### config.mk
export PLATFORM = sky130hd
export DESIGN_NAME = fuzzy_window_edit_distance_matcher_top
export DESIGN_NICKNAME = d
export VERILOG_FILES = /design/src/rtl/fwem_pkg.sv /design/src/rtl/fwem_cell.sv /design/src/rtl/fwem_store.sv /design/src/rtl/fwem_apb.sv /design/src/rtl/fuzzy_window_edit_distance_matcher_top.sv
export SDC_FILE = /design/constraint.sdc
export NUM_CORES = 2
export LEC_CHECK = 0
export ABC_AREA = 1
export BUFFER_PORTS_ARGS = -buffer_cell sky130_fd_sc_hd__buf_2
export CAP_MARGIN = 10
export CELL_PAD_IN_SITES_DETAIL_PLACEMENT = 2
export CELL_PAD_IN_SITES_GLOBAL_PLACEMENT = 2
export CORE_UTILIZATION = 45
export DETAILED_ROUTE_END_ITERATION = 8
export PLACE_DENSITY = 0.81
export SETUP_SLACK_MARGIN = 0.1
export SYNTH_ARGS = -nofsm -noshare
export SYNTH_HDL_FRONTEND = slang
export SYNTH_SLANG_ARGS = --single-unit
### constraint.sdc
create_clock -name clk -period 188.7 [get_ports clk]
set_input_delay 9.435 -clock clk [delete_from_list [all_inputs] [get_ports clk]]
set_output_delay 9.435 -clock clk [all_outputs]
set_load 0.01 [all_outputs]
### src/rtl/fwem_pkg.sv
// Package for the sliding-window edit distance matcher.
// Holds the sizes, command and register codes and the shared types.
// No dependencies; every other file imports it.
package fwem_pkg;

    localparam int PATTERN_MAX   = 32;
    localparam int IDX_W         = $clog2(PATTERN_MAX);
    localparam int LEN_W         = $clog2(PATTERN_MAX + 1);
    localparam int DIST_W        = LEN_W;
    localparam int CHAR_BITS     = 16;
    localparam int POSITION_BITS = 24;
    localparam int LIMIT_W       = 16;
    localparam int APB_AW        = 3;
    localparam int APB_DW        = 32;
    localparam int S_DATA_W      = 16;
    localparam int S_USER_W      = 2;
    localparam int M_DATA_W      = 80;
    localparam int M_USER_W      = 1;

    localparam logic [POSITION_BITS-1:0] POS_MAX      = {POSITION_BITS{1'b1}};
    localparam logic [CHAR_BITS-1:0]     NEWLINE_UNIT = CHAR_BITS'(10);
    localparam logic [DIST_W-1:0]        MAX_DIST_RST = DIST_W'(2);
    localparam logic [LIMIT_W-1:0]       LIMIT_RST    = LIMIT_W'(100);

    typedef enum logic [1:0] {
        CMD_NEW_SEARCH = 2'd0,
        CMD_PATTERN    = 2'd1,
        CMD_DOCUMENT   = 2'd2,
        CMD_TEXT       = 2'd3
    } cmd_t;

    typedef enum logic {
        REG_MAX_DISTANCE = 1'b0,
        REG_RESULT_LIMIT = 1'b1
    } reg_idx_t;

    typedef enum logic [2:0] {
        S_IDLE = 3'b001,
        S_CALC = 3'b010,
        S_FIN  = 3'b100
    } state_t;

    typedef struct packed {
        logic [CHAR_BITS-1:0]     char_unit;
        logic [POSITION_BITS-1:0] line;
        logic [POSITION_BITS-1:0] column;
    } win_entry_t;

    typedef struct packed {
        logic [DIST_W-1:0] diag;
        logic [DIST_W-1:0] up;
        logic [DIST_W-1:0] left;
        logic              differ;
    } cell_in_t;

endpackage

### src/rtl/fwem_cell.sv
// Shared dynamic-programming cell: one Levenshtein cell per use.
// Takes the diagonal, upper and left neighbours and the mismatch flag.
// Depends on fwem_pkg.
module fwem_cell (
    input  fwem_pkg::cell_in_t            cell_in,
    output logic [fwem_pkg::DIST_W-1:0]   best
);
    import fwem_pkg::*;

    logic [DIST_W-1:0] sub_cost;
    logic [DIST_W-1:0] del_cost;
    logic [DIST_W-1:0] ins_cost;
    logic [DIST_W-1:0] min_a;

    always_comb
    begin
        sub_cost = cell_in.diag + DIST_W'(cell_in.differ);
        del_cost = cell_in.up + DIST_W'(1);
        ins_cost = cell_in.left + DIST_W'(1);
        min_a    = (del_cost < sub_cost) ? del_cost : sub_cost;
        best     = (ins_cost < min_a) ? ins_cost : min_a;
    end

endmodule

### src/rtl/fwem_store.sv
// Pattern store and text window shift line with their read ports.
// The newest text unit enters at the top entry of the window.
// Depends on fwem_pkg.
module fwem_store (
    input  logic                            clk,
    input  logic                            pat_we,
    input  logic [fwem_pkg::IDX_W-1:0]      pat_waddr,
    input  logic [fwem_pkg::CHAR_BITS-1:0]  pat_wdata,
    input  logic                            win_shift,
    input  fwem_pkg::win_entry_t            win_in,
    input  logic [fwem_pkg::IDX_W-1:0]      pat_raddr,
    input  logic [fwem_pkg::IDX_W-1:0]      win_raddr,
    input  logic [fwem_pkg::IDX_W-1:0]      head_raddr,
    output logic [fwem_pkg::CHAR_BITS-1:0]  pat_rdata,
    output logic [fwem_pkg::CHAR_BITS-1:0]  win_rdata,
    output fwem_pkg::win_entry_t            head_rdata
);
    import fwem_pkg::*;

    logic [CHAR_BITS-1:0] pat_reg [PATTERN_MAX];
    win_entry_t           win_reg [PATTERN_MAX];

    always_ff @(posedge clk)
    begin
        if (pat_we)
        begin
            pat_reg[pat_waddr] <= pat_wdata;
        end
    end

    always_ff @(posedge clk)
    begin
        if (win_shift)
        begin
            for (int k = 0; k < PATTERN_MAX - 1; k++)
            begin
                win_reg[k] <= win_reg[k + 1];
            end
            win_reg[PATTERN_MAX - 1] <= win_in;
        end
    end

    assign pat_rdata  = pat_reg[pat_raddr];
    assign win_rdata  = win_reg[win_raddr].char_unit;
    assign head_rdata = win_reg[head_raddr];

endmodule

### src/rtl/fwem_apb.sv
// Configuration registers behind an APB-style port.
// Holds the distance tolerance and the per-search result limit.
// Depends on fwem_pkg.
module fwem_apb (
    input  logic                           clk,
    input  logic                           rst_n,
    input  logic                           psel,
    input  logic                           penable,
    input  logic                           pwrite,
    input  logic [fwem_pkg::APB_AW-1:0]    paddr,
    input  logic [fwem_pkg::APB_DW-1:0]    pwdata,
    output logic [fwem_pkg::APB_DW-1:0]    prdata,
    output logic                           pready,
    output logic [fwem_pkg::DIST_W-1:0]    max_distance,
    output logic [fwem_pkg::LIMIT_W-1:0]   result_limit
);
    import fwem_pkg::*;

    logic [DIST_W-1:0]  max_dist_reg;
    logic [LIMIT_W-1:0] limit_reg;
    logic               wr_en;
    reg_idx_t           reg_sel;

    assign pready  = 1'b1;
    assign wr_en   = psel & penable & pwrite & pready;
    assign reg_sel = reg_idx_t'(paddr[2]);

    always_ff @(posedge clk or negedge rst_n)
    begin
        if (!rst_n)
        begin
            max_dist_reg <= MAX_DIST_RST;
            limit_reg    <= LIMIT_RST;
        end
        else if (wr_en)
        begin
            unique case (reg_sel)
                REG_MAX_DISTANCE: max_dist_reg <= pwdata[DIST_W-1:0];
                REG_RESULT_LIMIT: limit_reg    <= pwdata[LIMIT_W-1:0];
                default:          ;
            endcase
        end
    end

    always_comb
    begin
        unique case (reg_sel)
            REG_MAX_DISTANCE: prdata = APB_DW'(max_dist_reg);
            REG_RESULT_LIMIT: prdata = APB_DW'(limit_reg);
            default:          prdata = '0;
        endcase
    end

    assign max_distance = max_dist_reg;
    assign result_limit = limit_reg;

endmodule

### src/rtl/fuzzy_window_edit_distance_matcher_top.sv
// Sliding-window Levenshtein matcher: one shared cell steps through the DP table.
// A compared text word steps the shared cell through S_CALC and then the S_FIN step, which
// may wait on a full output register; other words are taken without leaving S_IDLE, the
// only state in which s_tready is high. Reset clears the counters and the pattern length,
// sets line and column to 1, max_distance to 2 and result_limit to 100.
// No clearing pass is needed. Depends on fwem_pkg and submodules.
module fuzzy_window_edit_distance_matcher_top (
    input  logic                            clk,
    input  logic                            rst_n,
    input  logic                            psel,
    input  logic                            penable,
    input  logic                            pwrite,
    input  logic [fwem_pkg::APB_AW-1:0]     paddr,
    input  logic [fwem_pkg::APB_DW-1:0]     pwdata,
    output logic [fwem_pkg::APB_DW-1:0]     prdata,
    output logic                            pready,
    input  logic                            s_tvalid,
    output logic                            s_tready,
    // char_value[15:0]
    input  logic [fwem_pkg::S_DATA_W-1:0]   s_tdata,
    // command[1:0]
    input  logic [fwem_pkg::S_USER_W-1:0]   s_tuser,
    output logic                            m_tvalid,
    input  logic                            m_tready,
    // match_start[23:0], edit_distance[29:24], line_number[53:30],
    // column_number[77:54], zero fill[79:78]
    output logic [fwem_pkg::M_DATA_W-1:0]   m_tdata,
    // is_fuzzy[0]
    output logic [fwem_pkg::M_USER_W-1:0]   m_tuser
);
    import fwem_pkg::*;

    logic [DIST_W-1:0]        max_distance;
    logic [LIMIT_W-1:0]       result_limit;

    state_t                   state_reg, state_next;
    logic [LEN_W-1:0]         pat_len_reg, pat_len_next;
    logic [LEN_W-1:0]         seen_reg, seen_next;
    logic [LEN_W-1:0]         skip_reg, skip_next;
    logic [POSITION_BITS-1:0] pos_reg, pos_next;
    logic [POSITION_BITS-1:0] line_reg, line_next;
    logic [POSITION_BITS-1:0] col_reg, col_next;
    logic [LIMIT_W-1:0]       count_reg, count_next;
    logic [IDX_W-1:0]         i_reg, i_next;
    logic [IDX_W-1:0]         j_reg, j_next;
    logic [DIST_W-1:0]        diag_reg, diag_next;
    logic [DIST_W-1:0]        left_reg, left_next;
    logic [DIST_W-1:0]        dist_reg, dist_next;
    logic [POSITION_BITS-1:0] start_reg, start_next;
    logic [DIST_W-1:0]        row_reg [PATTERN_MAX];
    logic                     out_valid_reg, out_valid_next;
    logic [M_DATA_W-1:0]      out_data_reg, out_data_next;
    logic                     out_fuzzy_reg, out_fuzzy_next;

    logic                     accept;
    cmd_t                     cmd;
    logic [CHAR_BITS-1:0]     unit;
    logic                     pat_we;
    logic                     win_shift;
    win_entry_t               win_in;
    logic [IDX_W-1:0]         win_raddr;
    logic [IDX_W-1:0]         head_raddr;
    logic [CHAR_BITS-1:0]     pat_rdata;
    logic [CHAR_BITS-1:0]     win_rdata;
    win_entry_t               head_rdata;
    cell_in_t                 cell_in;
    logic [DIST_W-1:0]        best;
    logic                     row_we;
    logic [IDX_W-1:0]         last_idx;
    logic [POSITION_BITS-1:0] span;
    logic [POSITION_BITS-1:0] match_start;

    assign s_tready = (state_reg == S_IDLE);
    assign accept   = s_tvalid & s_tready;
    assign cmd      = cmd_t'(s_tuser);
    assign unit     = s_tdata[CHAR_BITS-1:0];
    assign last_idx = IDX_W'(pat_len_reg - LEN_W'(1));
    assign win_in   = '{char_unit: unit, line: line_reg, column: col_reg};

    assign win_raddr  = IDX_W'(LEN_W'(PATTERN_MAX) - pat_len_reg + LEN_W'(i_reg));
    assign head_raddr = IDX_W'(LEN_W'(PATTERN_MAX) - pat_len_reg);

    fwem_apb u_apb (
        .clk          (clk),
        .rst_n        (rst_n),
        .psel         (psel),
        .penable      (penable),
        .pwrite       (pwrite),
        .paddr        (paddr),
        .pwdata       (pwdata),
        .prdata       (prdata),
        .pready       (pready),
        .max_distance (max_distance),
        .result_limit (result_limit)
    );

    fwem_store u_store (
        .clk        (clk),
        .pat_we     (pat_we),
        .pat_waddr  (IDX_W'(pat_len_reg)),
        .pat_wdata  (unit),
        .win_shift  (win_shift),
        .win_in     (win_in),
        .pat_raddr  (j_reg),
        .win_raddr  (win_raddr),
        .head_raddr (head_raddr),
        .pat_rdata  (pat_rdata),
        .win_rdata  (win_rdata),
        .head_rdata (head_rdata)
    );

    always_comb
    begin
        cell_in.diag   = diag_reg;
        cell_in.up     = (i_reg == '0) ? (LEN_W'(j_reg) + LEN_W'(1)) : row_reg[j_reg];
        cell_in.left   = left_reg;
        cell_in.differ = (win_rdata != pat_rdata);
    end

    fwem_cell u_cell (
        .cell_in (cell_in),
        .best    (best)
    );

    assign span        = POSITION_BITS'(last_idx);
    assign match_start = (start_reg >= span) ? (start_reg - span) : '0;

    always_comb
    begin
        state_next     = state_reg;
        pat_len_next   = pat_len_reg;
        seen_next      = seen_reg;
        skip_next      = skip_reg;
        pos_next       = pos_reg;
        line_next      = line_reg;
        col_next       = col_reg;
        count_next     = count_reg;
        i_next         = i_reg;
        j_next         = j_reg;
        diag_next      = diag_reg;
        left_next      = left_reg;
        dist_next      = dist_reg;
        start_next     = start_reg;
        out_valid_next = out_valid_reg & ~m_tready;
        out_data_next  = out_data_reg;
        out_fuzzy_next = out_fuzzy_reg;
        pat_we         = 1'b0;
        win_shift      = 1'b0;
        row_we         = 1'b0;

        unique case (state_reg)
            S_IDLE:
            begin
                if (accept)
                begin
                    unique case (cmd) inside
                        CMD_NEW_SEARCH, CMD_DOCUMENT:
                        begin
                            if (cmd == CMD_NEW_SEARCH)
                            begin
                                pat_len_next = '0;
                                count_next   = '0;
                            end
                            seen_next = '0;
                            skip_next = '0;
                            pos_next  = '0;
                            line_next = POSITION_BITS'(1);
                            col_next  = POSITION_BITS'(1);
                        end
                        CMD_PATTERN:
                        begin
                            if (pat_len_reg < LEN_W'(PATTERN_MAX))
                            begin
                                pat_we       = 1'b1;
                                pat_len_next = pat_len_reg + LEN_W'(1);
                            end
                        end
                        default:
                        begin
                            win_shift  = 1'b1;
                            start_next = pos_reg;
                            if (seen_reg < LEN_W'(PATTERN_MAX))
                            begin
                                seen_next = seen_reg + LEN_W'(1);
                            end
                            pos_next = (pos_reg == POS_MAX) ? POS_MAX
                                                            : pos_reg + POSITION_BITS'(1);
                            if (unit == NEWLINE_UNIT)
                            begin
                                line_next = (line_reg == POS_MAX) ? POS_MAX
                                                                  : line_reg + POSITION_BITS'(1);
                                col_next  = POSITION_BITS'(1);
                            end
                            else
                            begin
                                col_next = (col_reg == POS_MAX) ? POS_MAX
                                                                : col_reg + POSITION_BITS'(1);
                            end
                            if ((pat_len_reg != '0) && (seen_next >= pat_len_reg))
                            begin
                                if (skip_reg != '0)
                                begin
                                    skip_next = skip_reg - LEN_W'(1);
                                end
                                else if (count_reg < result_limit)
                                begin
                                    state_next = S_CALC;
                                    i_next     = '0;
                                    j_next     = '0;
                                    diag_next  = '0;
                                    left_next  = DIST_W'(1);
                                end
                            end
                        end
                    endcase
                end
            end
            S_CALC:
            begin
                row_we = 1'b1;
                if (j_reg == last_idx)
                begin
                    if (i_reg == last_idx)
                    begin
                        dist_next  = best;
                        state_next = S_FIN;
                    end
                    else
                    begin
                        i_next    = i_reg + IDX_W'(1);
                        j_next    = '0;
                        diag_next = DIST_W'(i_reg) + DIST_W'(1);
                        left_next = DIST_W'(i_reg) + DIST_W'(2);
                    end
                end
                else
                begin
                    j_next    = j_reg + IDX_W'(1);
                    diag_next = cell_in.up;
                    left_next = best;
                end
            end
            S_FIN:
            begin
                if (dist_reg > max_distance)
                begin
                    state_next = S_IDLE;
                end
                else if (!out_valid_reg || m_tready)
                begin
                    out_valid_next = 1'b1;
                    out_data_next  = {2'b00, head_rdata.column, head_rdata.line,
                                      dist_reg, match_start};
                    out_fuzzy_next = (dist_reg != '0);
                    skip_next      = LEN_W'(last_idx);
                    count_next     = count_reg + LIMIT_W'(1);
                    state_next     = S_IDLE;
                end
            end
            default:
            begin
                state_next = S_IDLE;
            end
        endcase
    end

    always_ff @(posedge clk or negedge rst_n)
    begin
        if (!rst_n)
        begin
            state_reg     <= S_IDLE;
            pat_len_reg   <= '0;
            seen_reg      <= '0;
            skip_reg      <= '0;
            pos_reg       <= '0;
            line_reg      <= POSITION_BITS'(1);
            col_reg       <= POSITION_BITS'(1);
            count_reg     <= '0;
            i_reg         <= '0;
            j_reg         <= '0;
            out_valid_reg <= 1'b0;
        end
        else
        begin
            state_reg     <= state_next;
            pat_len_reg   <= pat_len_next;
            seen_reg      <= seen_next;
            skip_reg      <= skip_next;
            pos_reg       <= pos_next;
            line_reg      <= line_next;
            col_reg       <= col_next;
            count_reg     <= count_next;
            i_reg         <= i_next;
            j_reg         <= j_next;
            out_valid_reg <= out_valid_next;
        end
    end

    always_ff @(posedge clk)
    begin
        diag_reg      <= diag_next;
        left_reg      <= left_next;
        dist_reg      <= dist_next;
        start_reg     <= start_next;
        out_data_reg  <= out_data_next;
        out_fuzzy_reg <= out_fuzzy_next;
        if (row_we)
        begin
            row_reg[j_reg] <= best;
        end
    end

    assign m_tvalid = out_valid_reg;
    assign m_tdata  = out_data_reg;
    assign m_tuser  = out_fuzzy_reg;

endmodule

**Word-level counts from Yosys, hierarchy flattened**

Memory sizes are Yosys's and may differ from the RTL's. A register that Yosys moved wholly into a read port is not among the register bits.
Cells that the tools add are included.

- Multiplexer cells: 87
- Bitwise logic cells: 9
- Equality and inequality tests: 31
- Reductions and logical operators: 27
- Order comparisons: 8
- Add/sub/neg operators: 19

Operators with widths:

| operator | number |
|---|---|
| two-way mux 6 bit | 28 |
| one-hot mux 24 bit (2 select lines) | 3 |
| two-way mux 24 bit | 5 |
| two-way mux 16 bit | 5 |
| adder 24 x 1 -> 24 bit (second input constant) | 3 |
| equality test 24 bit (second input constant) | 3 |
| one-hot mux 6 bit (2 select lines) | 6 |
| one-hot mux 32 bit (2 select lines) | 1 |
| two-way mux 5 bit | 9 |
| one-hot mux 16 bit (2 select lines) | 1 |
| two-way mux 3 bit | 9 |
| adder 6 x 1 -> 6 bit (second input constant) | 4 |
| >= comparator 24 x 5 -> 1 bit | 1 |
| subtractor 24 x 5 -> 24 bit | 1 |
| one-hot mux 5 bit (2 select lines) | 2 |
| != test 2 bit (second input constant) | 9 |
| nonzero test 6 bit | 3 |
| two-way mux 1 bit | 17 |
| adder 16 x 1 -> 16 bit (second input constant) | 1 |
| equality test 16 x 4 -> 1 bit (second input constant) | 1 |
| less-than comparator 16 bit | 1 |
| != test 16 bit | 1 |
| AND reduction 8 bit | 2 |
| AND reduction 7 bit | 2 |
| 37 further kinds | 63 |

- Flip-flop bits (word level): 263
- Input port bits: 60
- Bits in writable memories: 2752
- Memories kept: 3
- Output and inout port bits: 116
- Word-level logic and storage cells: 204

Memories:

| name | words | bits a word | read ports | clocked after memory_dff | write ports | RTL line | text |
|---|---|---|---|---|---|---|---|
| u_store.win_reg | 32 | 64 | 33 | 1 | 32 | fwem_store.sv:21 | `win_entry_t win_reg [PATTERN_MAX];` |
| u_store.pat_reg | 32 | 16 | 1 | 0 | 1 | fwem_store.sv:20 | `logic [CHAR_BITS-1:0] pat_reg [PATTERN_MAX];` |
| row_reg | 32 | 6 | 1 | 0 | 1 | fuzzy_window_edit_distance_matcher_top.sv:50 | `logic [DIST_W-1:0] row_reg [PATTERN_MAX];` |

**Longest topological paths before layout**

- Depth after elaboration: 11
- Depth in mapped cells: 47
- Gate-level depth less buffers: 38

**Cells and area by module**

Synthesis repeated with hierarchy kept, for this count alone.

- Cells, all modules: 12127
- Area total of the unflattened synthesis: 130645.3 um^2

Modules (own cells, without submodules):

| module | cells an instance | times used | area an instance (um^2) |
|---|---|---|---|
| fwem_store | 9611 | 1 | 107501.9 |
| fuzzy_window_edit_distance_matcher_top | 2243 | 1 | 21224.1 |
| fwem_apb | 159 | 1 | 1191.1 |
| fwem_cell | 114 | 1 | 728.2 |

**Worst setup path before layout**

No wires, ideal clock.

- Kind: in2reg
- Start: input port s_tuser[1] in the netlist's numbering
- End: memory u_store.win_reg[0][0] in the netlist's numbering, enable pin
- Path buffers: 0
- Library setup time: 7.010 ns
- Data arrival time: 147.135 ns
- Cell stages on the path: 2
- Setup slack: 34.555 ns
- Cells stage by stage: nand2_1 > nor3_1

RTL lines:

| item | RTL line | text |
|---|---|---|
| start, declared | fuzzy_window_edit_distance_matcher_top.sv:22 | `input logic [fwem_pkg::S_USER_W-1:0] s_tuser,` |
| end, declared | fwem_store.sv:21 |  |

**Worst setup path in the final report**

- Start: input port paddr[2] in the netlist's numbering
- End: output port prdata[0] in the netlist's numbering

- Word-level cells in the longest chain between the ends: 2

RTL lines:

| item | RTL line | text |
|---|---|---|
| start, declared | fuzzy_window_edit_distance_matcher_top.sv:13 | `input logic [fwem_pkg::APB_AW-1:0] paddr,` |
| NOT 1 bit | fwem_apb.sv:47 | `unique case (reg_sel)` |
| one-hot mux 32 bit (2 select lines) (*) | fwem_apb.sv:47 |  |
| end, declared | fuzzy_window_edit_distance_matcher_top.sv:15 | `output logic [fwem_pkg::APB_DW-1:0] prdata,` |

Mark *: on every way between the ends. The rest lies on a longest branch, timed or not. The select of a mux whose other input is x is not followed.

==> results.ini <==
[grt]
grt_pass1_vias=90600
antenna_found_initial=10
grt_max_degree=265
groute.usage.overall_pct=30.1
grt-ovfl-total=0
grt_pass1_wl_um=614000

[timing]
finalCritPeriodShare_pct=10.5
setup_viol=0
fin_hold_ws_ps=423
finalHoldViolCount=0
setup_slack_ps=168980
rsz0062_at_grt=false
period_minus_slack_ps=19720
final-max-slew-violation-count=0
slew_headroom_pct=11.4
clock_skew_ps=49.6
tightest_slew_ps=1330
setup_tns_ps=0
fmax_mhz=50.7

[synth]
synth_cells=9266
synth.most_common_cell=edfxtp_1
yosysTopAreaCell=edfxtp_1
synth_seq_cells=3015
syn_area_per_cell_um2=13.1
synth_top_area_share_pct=71.0
synth-seq-area-share_pct=73.9
ys_top_cells_by_count=2873 x edfxtp_1, 1211 x o21ai_0, 1167 x nor2_1
synth_area_um2=122000
synth_area_leaders=edfxtp_1 71%, o21ai_0 5.0%, nor2_1 3.6%
ys_warn_count=0
yosysUniqueCellTypes=65
async_flop_share_pct=4.71
ys.flop_type=edfxtp_1
synth_edf_count=2873

[placed_design]
dp_slack_ps=168980
place.gp.congestion=0.782
portBuffers=138
dpl.hpwl_um=236000

[detailed_routing]
wirelength_um=418000
wl_per_cell_um=31.9
routed.top_layer=met5
vias=82000
drtAntennaViolNets=0
first_pass_iters=8
post-route-drc-count=0
drtIter0Drc=7843
wl_met2_um=223000
wl_met3_um=18200
drt-met1-wl_um=159000
viasPerCell=6.25

[worst_setup_path]
path_max_fanout=22
cpMaxStageDelayCell=buf_2
critical_path_class=primary input to output port
cp_cell_sequence=buf_2 > inv_1 > o21ai_0 > buf_2
end_kind=output port
critical_path_required_ps=179260
worst_setup_path_start_kind=primary input
ff2ff_path_depth=33
crit_top_cell=buf_2
crit_arrival_ps=10290
slowest_delay_ps=350

[outcome]
status=finished clean

[power]
p_per_area_nw_per_um2=18.1
p_leak_nw=46.0
irDropWorstVdd_v=0.0000244

[floorplan]
initial_core_util_pct=45.3
core_um2=268000
die_area_um2=272000
rows=190
die_width_um=522
top_level_ports=176
die_h_um=522

[finish]
syn_to_final_growth_pct=11.9
drive_gt1_share_pct=8.95
fillers=25200
final_nets=9414
largest_reg_flops=2048

[job]
drv_cap=0

[clocking]
clock_path_buffers=4
cts_buffers=328
root_buffer=clkbuf_16
cts_max_level=5
hold_buffers=0
cts_tree=yes
post_cts_buffers=0
cts.reportedPaths.clkPinSlew_ps=70
clock_latency_ps=940
ctsResizeCount=0
clock-sinks=3015

[min_path]
hold_path_depth=0
min_path_type=flip-flop to flip-flop

-- layout by cell type, fill, tap and decap left out, drive strengths merged, types with 81 or more instances in the layout --
cell type / Yosys / layout
buf: 142 / 277
o221ai: 290 / 290
o21ai: 1236 / 1236
xor2: 81 / 81
dfrtp: 135 / 135
a32oi: 98 / 98
inv: 437 / 441
nand3: 323 / 323
edfxtp: 2873 / 2873
mux2i: 98 / 98
clkbuf: 464 / 419
a21oi: 412 / 412
nand2: 839 / 839
nor2: 1174 / 1174
o22ai: 193 / 193
clkinv: 7 / 144
-- critical path, delay by kind of cell --
| kind | cells | cell delay, ps |
|---|---|---|
| AOI/OAI and AO/OA | 1 | 190 |
| buffers and inverters | 3 | 650 |
-- metrics by stage --
stage                     cells  util, %  power, W  cell area [um2]
final                     13100     50.7   0.00246           136000
after global routing      13100     50.7   0.00255           136000
after CTS                 13100     50.7   0.00247           136000
after detailed placement  12500     46.8   0.00179           126000
after global placement    12500     46.8   0.00170           126000
after floorplan            9283        -   0.00160           122000
-- routing by layer --
layer  vias up  global-route usage, %
li1      34400                      -
met1     43800                   35.7
met4         2                   12.2
met3       881                   3.21
met2      2820                   55.5
met5         -                      0
-- path summary, 6_finish.rpt --
kind                                        start                endpoint  slack (ps)
setup / recovery                         paddr[2]               prdata[0]      168980
hold / removal             u_store.win_reg[29][0]  u_store.win_reg[28][0]         420
setup reg to reg                   pat_len_reg[0]          row_reg[21][4]      176300
hold reg to reg            u_store.win_reg[29][0]  u_store.win_reg[28][0]         420
max in group asynchronous                   rst_n              pos_reg[8]      178890
min in group asynchronous                   rst_n  u_apb.result_limit[14]        8500
-- area by class of cell --
cell class / count / area (um2) / share of cell area [%]
clock buffers: 419 / 8820 / 6.49
flip-flops and latches: 3015 / 89800 / 66.1
well taps: 3552 / 4440 / 3.27
inverters: 444 / 1720 / 1.26
multi-input cells: 5218 / 27700 / 20.4
diodes: 6 / 15.0 / 0.0110
clock inverters: 176 / 1560 / 1.15
repair buffers: 277 / 1880 / 1.38
-- where the power goes --
group / switching [W] / internal (W) / total (W)
sequential: 0.0000321 / 0.000836 / 0.000868
combinational: 0.000709 / 0.000234 / 0.000943
clock: 0.000287 / 0.000361 / 0.000648
total: 0.00103 / 0.00143 / 0.00246
-- cells by family (layout without fill, tap and decap cells) --
kind of cell,after synthesis,count (layout),share of synthesized area [%]
compound gates,2438,2438,11.9
xor+xnor,90,90,0.655
simple gates,2473,2473,8.28
flops,3015,3015,73.9
mux,128,128,1.09
other cells,2,25,0.00618
fa+ha+maj,70,70,0.733
buf+inv,1050,1316,3.46
No activity file was read; power rests on OpenSTA's default activity.
